## src/sv/jdcd_pkg.sv

```systemverilog
// ----------------------------------------------------------------------------
// jdcd_pkg: shared types and constants for the Julian day converter
// Holds the fixed-point reciprocals, the biases of the integer forms, the
// small constant tables and the stage payload types.
// ----------------------------------------------------------------------------
`default_nettype none

package jdcd_pkg;

  // Field widths.
  localparam int unsigned TENTHS_W = 31;
  localparam int unsigned MONTH_W  = 4;
  localparam int unsigned DAY_W    = 5;
  localparam int unsigned YEAR_W   = 20;

  // Internal widths.
  localparam int unsigned JDAY_W = 28;  // whole Julian day
  localparam int unsigned QUO_W  = 13;  // century count plus bias
  localparam int unsigned NUM_W  = 30;  // numerators of the two wide divides
  localparam int unsigned CYC_W  = 20;  // year count c
  localparam int unsigned REM_W  = 9;   // days left after whole years, b - d
  localparam int unsigned YP_W   = 21;  // year before offset and clamp

  // Exact reciprocals: floor(x / D) == (x * MUL) >> SH for every x in range.
  localparam int unsigned DIV10_SH = 35;
  localparam logic [31:0] DIV10_MUL =
    32'(((64'd1 << DIV10_SH) + 64'd9) / 64'd10);

  localparam int unsigned DIVAB_SH = 48;
  localparam logic [30:0] DIVAB_MUL =
    31'(((64'd1 << DIVAB_SH) + 64'd146096) / 64'd146097);

  localparam int unsigned DIVC_SH = 41;
  localparam logic [30:0] DIVC_MUL =
    31'(((64'd1 << DIVC_SH) + 64'd1460) / 64'd1461);

  // Biases of the integer forms.
  // ab + 52 = floor((4*j + AB_BIAS) / 146097)
  localparam logic [NUM_W-1:0]  AB_BIAS    = 30'd128179;
  // b = j + q - floor(q/4) + B_BIAS, with q = ab + 52
  localparam logic [JDAY_W:0]   B_BIAS     = 29'd1486;
  // c = floor((4*b - C_BIAS) / 1461)
  localparam logic [NUM_W-1:0]  C_BIAS     = 30'd489;
  localparam logic [10:0]       DAYS_4YR   = 11'd1461;
  localparam logic [YP_W-1:0]   YEAR_BASE  = 21'd4716;
  localparam logic [YP_W-1:0]   YEAR_SPLIT = 21'd6616;  // 4716 + 1900

  localparam logic [3:0] MONTH_FEB  = 4'd2;
  localparam logic [3:0] E_WRAP     = 4'd14;

  // Payload after the rounding and century stages.
  typedef struct packed {
    logic [JDAY_W-1:0] jday;
    logic [QUO_W-1:0]  quo;
  } front_t;

  // Payload after the year stages.
  typedef struct packed {
    logic [CYC_W-1:0] cyc;
    logic [REM_W-1:0] rem_days;
  } mid_t;

  // Smallest b - d at which the month index e reaches k: ceil(30.61 * k).
  function automatic logic [REM_W-1:0] e_threshold(input logic [3:0] k);
    logic [REM_W-1:0] thr;
    unique case (k)
      4'd0:    thr = 9'd0;
      4'd1:    thr = 9'd31;
      4'd2:    thr = 9'd62;
      4'd3:    thr = 9'd92;
      4'd4:    thr = 9'd123;
      4'd5:    thr = 9'd154;
      4'd6:    thr = 9'd184;
      4'd7:    thr = 9'd215;
      4'd8:    thr = 9'd245;
      4'd9:    thr = 9'd276;
      4'd10:   thr = 9'd307;
      4'd11:   thr = 9'd337;
      4'd12:   thr = 9'd368;
      4'd13:   thr = 9'd398;
      4'd14:   thr = 9'd429;
      default: thr = 9'd460;
    endcase
    return thr;
  endfunction

  // Days before month index e: floor(30.61 * e).
  function automatic logic [REM_W-1:0] e_days(input logic [3:0] e);
    logic [REM_W-1:0] days;
    unique case (e)
      4'd0:    days = 9'd0;
      4'd1:    days = 9'd30;
      4'd2:    days = 9'd61;
      4'd3:    days = 9'd91;
      4'd4:    days = 9'd122;
      4'd5:    days = 9'd153;
      4'd6:    days = 9'd183;
      4'd7:    days = 9'd214;
      4'd8:    days = 9'd244;
      4'd9:    days = 9'd275;
      4'd10:   days = 9'd306;
      4'd11:   days = 9'd336;
      4'd12:   days = 9'd367;
      4'd13:   days = 9'd397;
      4'd14:   days = 9'd428;
      default: days = 9'd459;
    endcase
    return days;
  endfunction

endpackage

`default_nettype wire

```

## src/sv/jdcd_if.sv

```systemverilog
// ----------------------------------------------------------------------------
// jdcd_if: channel interfaces of the Julian day converter
// One interface for the incoming date word and one for the calendar word,
// each with valid, ready and its payload fields.
// ----------------------------------------------------------------------------
`default_nettype none

interface jdcd_in_if;
  logic                          valid;
  logic                          ready;
  logic [jdcd_pkg::TENTHS_W-1:0] julian_tenths;

  modport source (output valid, output julian_tenths, input ready);
  modport sink   (input valid, input julian_tenths, output ready);
endinterface

interface jdcd_out_if;
  logic                         valid;
  logic                         ready;
  logic [jdcd_pkg::MONTH_W-1:0] month;
  logic [jdcd_pkg::DAY_W-1:0]   day_of_month;
  logic [jdcd_pkg::YEAR_W-1:0]  year_offset;

  modport source (output valid, output month, output day_of_month, output year_offset,
                  input ready);
  modport sink   (input valid, input month, input day_of_month, input year_offset,
                  output ready);
endinterface

`default_nettype wire

```

## src/sv/jdcd_front.sv

```systemverilog
// ----------------------------------------------------------------------------
// jdcd_front: rounding and century correction stages
// Three stages: divide by ten, round to the whole day, then the Gregorian
// century count by reciprocal multiplication.
// ----------------------------------------------------------------------------
`default_nettype none

module jdcd_front (
  input  logic                          clk_i,
  input  logic                          rst_ni,
  input  logic                          in_valid_i,
  output logic                          in_ready_o,
  input  logic [jdcd_pkg::TENTHS_W-1:0] tenths_i,
  output logic                          out_valid_o,
  input  logic                          out_ready_i,
  output jdcd_pkg::front_t              out_data_o
);
  import jdcd_pkg::*;

  logic [2:0] valid_q;
  logic [2:0] en;

  logic [62:0]       prod10;
  logic [JDAY_W-1:0] whole_d, whole_q;
  logic [3:0]        tlo_q;
  logic [3:0]        tens_lo;
  logic [3:0]        rem;
  logic [JDAY_W-1:0] j2_d, j2_q, j3_q;
  logic [NUM_W-1:0]  x_d, x_q;
  logic [60:0]       prodab;
  logic [QUO_W-1:0]  q_d, q_q;

  // A stage moves when it is empty or the stage after it moves.
  always_comb begin
    en[2] = !valid_q[2] || out_ready_i;
    en[1] = !valid_q[1] || en[2];
    en[0] = !valid_q[0] || en[1];
  end

  always_ff @(posedge clk_i or negedge rst_ni) begin
    if (!rst_ni) begin
      valid_q <= '0;
    end else begin
      if (en[0]) valid_q[0] <= in_valid_i;
      if (en[1]) valid_q[1] <= valid_q[0];
      if (en[2]) valid_q[2] <= valid_q[1];
    end
  end

  // Stage 1: whole days.
  assign prod10  = 63'(tenths_i) * 63'(DIV10_MUL);
  assign whole_d = prod10[DIV10_SH +: JDAY_W];

  // Stage 2: the tenths digit is the low nibble of t - 10 * whole.
  assign tens_lo = {whole_q[2:0], 1'b0} + {whole_q[0], 3'b000};
  assign rem     = tlo_q - tens_lo;
  assign j2_d    = whole_q + JDAY_W'(rem >= 4'd5);
  assign x_d     = {j2_d, 2'b00} + AB_BIAS;

  // Stage 3: biased century count.
  assign prodab = 61'(x_q) * 61'(DIVAB_MUL);
  assign q_d    = prodab[DIVAB_SH +: QUO_W];

  always_ff @(posedge clk_i) begin
    if (en[0]) begin
      whole_q <= whole_d;
      tlo_q   <= tenths_i[3:0];
    end
    if (en[1]) begin
      j2_q <= j2_d;
      x_q  <= x_d;
    end
    if (en[2]) begin
      j3_q <= j2_q;
      q_q  <= q_d;
    end
  end

  assign in_ready_o       = en[0];
  assign out_valid_o      = valid_q[2];
  assign out_data_o.jday  = j3_q;
  assign out_data_o.quo   = q_q;

endmodule

`default_nettype wire

```

## src/sv/jdcd_mid.sv

```systemverilog
// ----------------------------------------------------------------------------
// jdcd_mid: year count stages
// Three stages: the shifted day count b, the year count c by reciprocal
// multiplication, and the days left in the year, b - d.
// ----------------------------------------------------------------------------
`default_nettype none

module jdcd_mid (
  input  logic             clk_i,
  input  logic             rst_ni,
  input  logic             in_valid_i,
  output logic             in_ready_o,
  input  jdcd_pkg::front_t in_data_i,
  output logic             out_valid_o,
  input  logic             out_ready_i,
  output jdcd_pkg::mid_t   out_data_o
);
  import jdcd_pkg::*;

  logic [2:0] valid_q;
  logic [2:0] en;

  logic [JDAY_W-1:0] b_d;
  logic [REM_W-1:0]  blo4_q, blo5_q;
  logic [NUM_W-1:0]  y_d, y_q;
  logic [60:0]       prodc;
  logic [CYC_W-1:0]  c_d, c5_q, c6_q;
  logic [10:0]       d_prod;
  logic [REM_W-1:0]  bd_d, bd_q;

  always_comb begin
    en[2] = !valid_q[2] || out_ready_i;
    en[1] = !valid_q[1] || en[2];
    en[0] = !valid_q[0] || en[1];
  end

  always_ff @(posedge clk_i or negedge rst_ni) begin
    if (!rst_ni) begin
      valid_q <= '0;
    end else begin
      if (en[0]) valid_q[0] <= in_valid_i;
      if (en[1]) valid_q[1] <= valid_q[0];
      if (en[2]) valid_q[2] <= valid_q[1];
    end
  end

  // Stage 4: b never goes negative, so all of this stays unsigned.
  assign b_d = JDAY_W'(29'(in_data_i.jday) + 29'(in_data_i.quo)
                       - 29'(in_data_i.quo >> 2) + B_BIAS);
  assign y_d = {b_d, 2'b00} - C_BIAS;

  // Stage 5: year count.
  assign prodc = 61'(y_q) * 61'(DIVC_MUL);
  assign c_d   = prodc[DIVC_SH +: CYC_W];

  // Stage 6: b - d lies in 123..488, so only the low bits of both are needed.
  assign d_prod = c5_q[10:0] * DAYS_4YR;
  assign bd_d   = blo5_q - d_prod[10:2];

  always_ff @(posedge clk_i) begin
    if (en[0]) begin
      blo4_q <= b_d[REM_W-1:0];
      y_q    <= y_d;
    end
    if (en[1]) begin
      blo5_q <= blo4_q;
      c5_q   <= c_d;
    end
    if (en[2]) begin
      c6_q <= c5_q;
      bd_q <= bd_d;
    end
  end

  assign in_ready_o          = en[0];
  assign out_valid_o         = valid_q[2];
  assign out_data_o.cyc      = c6_q;
  assign out_data_o.rem_days = bd_q;

endmodule

`default_nettype wire

```

## src/sv/jdcd_back.sv

```systemverilog
// ----------------------------------------------------------------------------
// jdcd_back: month, day and year stages
// Finds the month index by a threshold search, then forms month, day and
// the offset year into the output register.
// ----------------------------------------------------------------------------
`default_nettype none

module jdcd_back (
  input  logic                         clk_i,
  input  logic                         rst_ni,
  input  logic                         in_valid_i,
  output logic                         in_ready_o,
  input  jdcd_pkg::mid_t               in_data_i,
  output logic                         out_valid_o,
  input  logic                         out_ready_i,
  output logic [jdcd_pkg::MONTH_W-1:0] month_o,
  output logic [jdcd_pkg::DAY_W-1:0]   day_o,
  output logic [jdcd_pkg::YEAR_W-1:0]  year_o
);
  import jdcd_pkg::*;

  logic [1:0] valid_q;
  logic [1:0] en;

  logic [3:0]         e_d, e_q;
  logic [REM_W-1:0]   bd_q;
  logic [CYC_W-1:0]   c_q;
  logic [MONTH_W-1:0] month_d, month_q;
  logic [DAY_W-1:0]   day_d, day_q;
  logic [YP_W-1:0]    yp;
  logic [YEAR_W-1:0]  year_d, year_q;

  always_comb begin
    en[1] = !valid_q[1] || out_ready_i;
    en[0] = !valid_q[0] || en[1];
  end

  always_ff @(posedge clk_i or negedge rst_ni) begin
    if (!rst_ni) begin
      valid_q <= '0;
    end else begin
      if (en[0]) valid_q[0] <= in_valid_i;
      if (en[1]) valid_q[1] <= valid_q[0];
    end
  end

  // Stage 7: e is the largest k whose threshold b - d reaches.
  always_comb begin
    e_d = 4'd0;
    for (int k = 1; k < 16; k++) begin
      if (in_data_i.rem_days >= e_threshold(4'(k))) e_d = 4'(k);
    end
  end

  // Stage 8: March-based month index back to January-based month, then the day and the offset year.
  always_comb begin
    month_d = (e_q >= E_WRAP) ? e_q - 4'd13 : e_q - 4'd1;
    day_d   = DAY_W'(bd_q - e_days(e_q));
    yp      = YP_W'(c_q) + YP_W'(month_d <= MONTH_FEB);
    priority if (yp > YEAR_SPLIT) begin
      year_d = YEAR_W'(yp - YEAR_SPLIT);
    end else if (yp >= YEAR_BASE) begin
      year_d = YEAR_W'(yp - YEAR_BASE);
    end else begin
      year_d = '0;
    end
  end

  always_ff @(posedge clk_i) begin
    if (en[0]) begin
      e_q  <= e_d;
      bd_q <= in_data_i.rem_days;
      c_q  <= in_data_i.cyc;
    end
    if (en[1]) begin
      month_q <= month_d;
      day_q   <= day_d;
      year_q  <= year_d;
    end
  end

  assign in_ready_o  = en[0];
  assign out_valid_o = valid_q[1];
  assign month_o     = month_q;
  assign day_o       = day_q;
  assign year_o      = year_q;

endmodule

`default_nettype wire

```

## src/sv/julian_day_to_calendar_date_unit.sv

```systemverilog
// ----------------------------------------------------------------------------
// julian_day_to_calendar_date_unit: Julian day to Gregorian calendar date
// Converts a Julian date in tenths of a day to month, day of month and a
// year offset, in an eight-stage pipeline.
// ----------------------------------------------------------------------------
//
//   Port    Direction  Word contents
//   ------  ---------  -------------------------------------------------
//   in_i    sink       julian_tenths (31 b): Julian date times ten
//   out_o   source     month (4 b), day_of_month (5 b), year_offset (20 b)
//
// A word passes through the front, middle and back stages in order, and the
// last back stage is the output register. While the sink does not stall, a
// new word can be accepted in every cycle, so the rate is one word per clock.
// The two wide reciprocal multiplies (by 1/146097 and by 1/1461) and the
// divide by ten each fill one stage and set the clock period.
// Reset clears only the stage valid bits; the data registers are not reset.
// When the output is held, each stage still takes a word if it is empty, so
// bubbles close up and no word is dropped or repeated.
//
`default_nettype none

module julian_day_to_calendar_date_unit (
  input  logic       clk_i,
  input  logic       rst_ni,
  jdcd_in_if.sink    in_i,
  jdcd_out_if.source out_o
);
  import jdcd_pkg::*;

  // Section boundaries between the front, middle and back stages.
  logic   front_valid;
  logic   front_ready;
  front_t front_data;
  logic   mid_valid;
  logic   mid_ready;
  mid_t   mid_data;

  // Divide by ten, round to the whole day, and count Gregorian centuries.
  jdcd_front u_front (
    .clk_i       (clk_i),
    .rst_ni      (rst_ni),
    .in_valid_i  (in_i.valid),
    .in_ready_o  (in_i.ready),
    .tenths_i    (in_i.julian_tenths),
    .out_valid_o (front_valid),
    .out_ready_i (front_ready),
    .out_data_o  (front_data)
  );

  // Count whole years from the March-based epoch and the days left over.
  jdcd_mid u_mid (
    .clk_i       (clk_i),
    .rst_ni      (rst_ni),
    .in_valid_i  (front_valid),
    .in_ready_o  (front_ready),
    .in_data_i   (front_data),
    .out_valid_o (mid_valid),
    .out_ready_i (mid_ready),
    .out_data_o  (mid_data)
  );

  // Split the leftover days into month and day, and offset the year.
  jdcd_back u_back (
    .clk_i       (clk_i),
    .rst_ni      (rst_ni),
    .in_valid_i  (mid_valid),
    .in_ready_o  (mid_ready),
    .in_data_i   (mid_data),
    .out_valid_o (out_o.valid),
    .out_ready_i (out_o.ready),
    .month_o     (out_o.month),
    .day_o       (out_o.day_of_month),
    .year_o      (out_o.year_offset)
  );

endmodule

`default_nettype wire

```

## src/flat_wrapper.sv

```systemverilog
// flat-port wrapper written by rule: the top's interface ports become plain ports
module julian_day_to_calendar_date_unit_flat import jdcd_pkg::*;
  (clk_i, rst_ni, in_i_valid, in_i_julian_tenths, in_i_ready, out_o_valid, out_o_month, out_o_day_of_month, out_o_year_offset, out_o_ready);
  jdcd_in_if in_i_i ();
  jdcd_out_if out_o_i ();
  input  logic clk_i;
  input  logic rst_ni;
  input wire logic [$bits(in_i_i.valid)-1:0] in_i_valid;
  input wire logic [$bits(in_i_i.julian_tenths)-1:0] in_i_julian_tenths;
  output wire logic [$bits(in_i_i.ready)-1:0] in_i_ready;
  output wire logic [$bits(out_o_i.valid)-1:0] out_o_valid;
  output wire logic [$bits(out_o_i.month)-1:0] out_o_month;
  output wire logic [$bits(out_o_i.day_of_month)-1:0] out_o_day_of_month;
  output wire logic [$bits(out_o_i.year_offset)-1:0] out_o_year_offset;
  input wire logic [$bits(out_o_i.ready)-1:0] out_o_ready;
  assign in_i_i.valid = in_i_valid;
  assign in_i_i.julian_tenths = in_i_julian_tenths;
  assign in_i_ready = in_i_i.ready;
  assign out_o_valid = out_o_i.valid;
  assign out_o_month = out_o_i.month;
  assign out_o_day_of_month = out_o_i.day_of_month;
  assign out_o_year_offset = out_o_i.year_offset;
  assign out_o_i.ready = out_o_ready;
  julian_day_to_calendar_date_unit u_core (.clk_i(clk_i), .rst_ni(rst_ni), .in_i(in_i_i), .out_o(out_o_i));
endmodule
```

## config.mk

```make
export PLATFORM = sky130hd
export DESIGN_NAME = julian_day_to_calendar_date_unit_flat
export DESIGN_NICKNAME = d
export VERILOG_FILES = /design/src/sv/jdcd_pkg.sv /design/src/sv/jdcd_if.sv /design/src/sv/jdcd_front.sv /design/src/sv/jdcd_mid.sv /design/src/sv/jdcd_back.sv /design/src/sv/julian_day_to_calendar_date_unit.sv /design/src/flat_wrapper.sv
export SDC_FILE = /design/constraint.sdc
export NUM_CORES = 2
export LEC_CHECK = 0
export BUFFER_PORTS_ARGS = -buffer_cell sky130_fd_sc_hd__buf_2
export CAP_MARGIN = 20
export CORE_ASPECT_RATIO = 0.7
export CORE_UTILIZATION = 45
export DETAILED_ROUTE_END_ITERATION = 10
export SLEW_MARGIN = 15
export SYNTH_ARGS = -nofsm -noshare
export SYNTH_HDL_FRONTEND = slang
export SYNTH_SLANG_ARGS = --single-unit
```

## constraint.sdc

```tcl
create_clock -name clk_i -period 6.6 [get_ports clk_i]
set_input_delay 0.99 -clock clk_i [delete_from_list [all_inputs] [get_ports clk_i]]
set_output_delay 0.99 -clock clk_i [all_outputs]
set_load 0.02 [all_outputs]
```

==> run_results.csv <==
group,metric,value,unit
routing,viasPerCell,4.94,
cts,cts-root-buf,"clkbuf_16",
synth,synth_cell_types,74,
synth,netlist.area_leader.share,34.1,%
routing,drt_iter0_markers,2168,
sta,slew_headroom,43.6,%
synth,ys_warn_count,0,
synth,synth_area_leaders,"fa_1 (34%), ha_1 (24%), edfxtp_1 (15%)",
cells_and_area,syn_to_final_growth,22.2,%
cts,cts.reportedPaths.clkPinSlew,0.07,ns
routing,drtPass1Iterations,6,
placed_design,io_buffers,65,
synth,synth_edf_count,280,
routing,wirelength,148000,um
sta,whs,0.283,ns
cts,cts_tree,"built",
status,violations,"setup timing",
sta,setup_ws,-0.939,ns
cts,clkSinkCount,288,
synth,synth_common_cells,"inv_1 (1705), ha_1 (1105), fa_1 (966)",
cts,cts_buffers,28,
sta,grt_setup_unrepaired,"true",
synth,synth_most_common_cell,"inv_1",
worst_setup_path,crit_buf_inv,9,
global_routing,grt_max_degree,55,
floorplan,die_area,128000,um2
cts,clk-insertion-delay-late,0.58,ns
global_routing,grt_pass1_vias,42000,
floorplan,die_w,427,um
sta,fmax,0.133,GHz
flow_run,maxCapViolCount,0,
cells_and_area,n_antenna_cell,0,
worst_setup_path,startpoint_type,"input pin",
synth,yosys.area.top_type,"fa_1",
global_routing,grt_pass1_wl,234000,um
worst_setup_path,critPathKind,"input pin to flop",
synth,yosysSeqAreaShare,15.2,%
synth,synthArstFlopShare,2.78,%
worst_setup_path,cp.arrival,7.87,ns
floorplan,die_y,299,um
placed_design,hpwl,132000,um
cells_and_area,multi_input_area,44400,um2
status,outcome,"finished, violations left",
floorplan,ios,66,
cts,htreeDepth,1,
synth,synth_ff_type,"edfxtp_1",
placed_design,pre_cts_ws,-1.64,ns
floorplan,core_area,125000,um2
cells_and_area,layout-drive-gt1-share,22.7,%
sta,finalHoldViolCount,0,
worst_setup_path,crit_family,"adder cells",
worst_setup_path,critPathCaptureType,"flop",
routing,ant_nets,0,
global_routing,gr-total-overflow,0,
synth,syn_avg_cell_area,10.4,um2
cts,clk_path_buf_depth,3,
floorplan,start_util,45.6,%
worst_setup_path,critPathMaxStageDelay,0.59,ns
sta,fin_crit_sh,114,%
global_routing,grt_use_total,23.9,%
cells_and_area,utilization,55.7,%
cells_and_area,num-fill-cells,11000,
worst_setup_path,crit_path_top_delay_cell,"fa_1",
routing,vias,39500,
synth,syn_area,56800,um2
sta,setup-violations-final,58,
worst_hold_path,hold_class,"input pin to async pin",
sta,tightest_slew,0.839,ns
synth,ys_seq_elements,288,
worst_setup_path,cp_max_fo,4,
sta,skew,0.0155,ns
floorplan,num_rows,108,
global_routing,antenna_found_initial,1,
worst_setup_path,crit_required,6.93,ns
synth,synth_nets,7541,
cells_and_area,nNetsFinal,8429,
sta,period_needed,7.54,ns
synth,syn_inst,5435,
cells_and_area,layout.area.seq,8610,um2
placed_design,routabilityCongestion,0.962,
sta,slew_violations,0,
routing,drc,0,
worst_setup_path,cpMostUsedCell,"fa_1",
routing,routedWlPerCell,18.5,um
## worst paths after layout
path	startpoint	to	slack [ns]	cells past startpoint
max reg2reg	u_core.u_mid.y_q[11]	u_core.u_mid.c5_q[16]	-0.70	28
min in group clk_i	u_core.u_mid.c6_q[14]	u_core.u_back.c_q[14]	0.42	0
max	in_i_julian_tenths[5]	u_core.u_front.whole_q[12]	-0.94	29
min	rst_ni	u_core.u_mid.valid_q[0]	0.28	1
max in group asynchronous	rst_ni	u_core.u_front.valid_q[2]	6.10	1
min reg2reg	u_core.u_mid.c6_q[14]	u_core.u_back.c_q[14]	0.42	0
## per-layer routing
layer	track usage, %	share of wire, %
met1	37.0	50
met2	34.2	41
met3	6.42	7.9
met4	2.54	1.1
met5	0	0
## stage by stage
| step | setup TNS [ns] | instance area [um2] | cells |
|---|---|---|---|
| floorplan | -8.18 | 57800 | 5435 |
| global placement | -53.06 | 65500 | 7834 |
| detailed placement | -57.19 | 65500 | 7834 |
| CTS | -27.33 | 68200 | 7953 |
| global route | -41.13 | 69400 | 7995 |
| finish | -31.63 | 69400 | 7995 |
## cells by family (layout without fill, tap and decap cells)
logic type,count (synthesis),in the layout,share of synthesized area [%]
xor+xnor,240,240,3.73
fa+ha+maj,2071,2071,58.4
flops,288,288,15.2
mux,10,10,0.227
buf+inv,1733,2643,11.5
compound gates,550,550,6.21
simple gates,543,543,4.80
## flip-flops by register name, indices dropped and copies added (netlist names), 5 cells and up
register / count
u_core.u_mid.c5_q: 20
u_core.u_back.bd_q: 5
u_core.u_mid.blo4_q: 9
u_core.u_mid.y_q: 28
u_core.u_front.j2_q: 28
u_core.u_back.year_o: 20
u_core.u_back.day_o: 5
u_core.u_front.whole_q: 28
u_core.u_back.c_q: 20
u_core.u_mid.c6_q: 20
u_core.u_front.j3_q: 28
u_core.u_mid.blo5_q: 9
u_core.u_front.x_q: 26
u_core.u_front.q_q: 13
u_core.u_mid.bd_q: 9
## cell usage in the layout, fill, tap and decap left out, types with 9 or more instances in the layout
| cell type | count |
|---|---|
| nor2_1 | 103 |
| clkbuf_16 | 30 |
| nor3_1 | 40 |
| o21a_1 | 22 |
| fa_1 | 887 |
| a21oi_4 | 9 |
| buf_2 | 60 |
| or2_2 | 11 |
| o211ai_1 | 19 |
| and3_1 | 17 |
| buf_4 | 751 |
| a21oi_2 | 24 |
| o21ai_1 | 9 |
| o21bai_1 | 24 |
| and2_1 | 10 |
| edfxtp_1 | 280 |
| buf_6 | 65 |
| nand4_1 | 42 |
| nand2b_1 | 20 |
| nor2b_1 | 20 |
| o21ai_2 | 19 |
| inv_2 | 102 |
| o21ai_0 | 91 |
| xnor2_1 | 144 |
| ha_1 | 976 |
| nand2_1 | 120 |
| inv_1 | 1590 |
| or3_1 | 12 |
| fa_2 | 79 |
| a211oi_2 | 11 |
| ha_4 | 121 |
| a211oi_1 | 13 |
| a21oi_1 | 126 |
| a31oi_1 | 12 |
| a21o_1 | 82 |
| nand3_1 | 63 |
| xor2_1 | 86 |
## cell type report
class,instances,share of cell area [%]
Tap cell,1650,2.97
Sequential cell,288,12.4
Inverter,1705,9.30
Timing Repair Buffer,886,9.91
Clock inverter,21,0.413
Clock buffer,31,1.07
Multi-Input combinational cell,3414,63.9
## what timing repair did
| action | in CTS | in global routing |
|---|---|---|
| hold buffers | 0 | 0 |
| gates cloned | 0 | 0 |
| pin swaps | 172 | 182 |
| endpoints found under the hold margin | 0 | 0 |
| setup buffers | 72 | 45 |
| setup endpoints to repair | 61 | 61 |
| resized for setup | 258 | 194 |
Power is not shown: default switching activity piles up to over one toggle a cycle in this logic, so the estimate is an artifact.
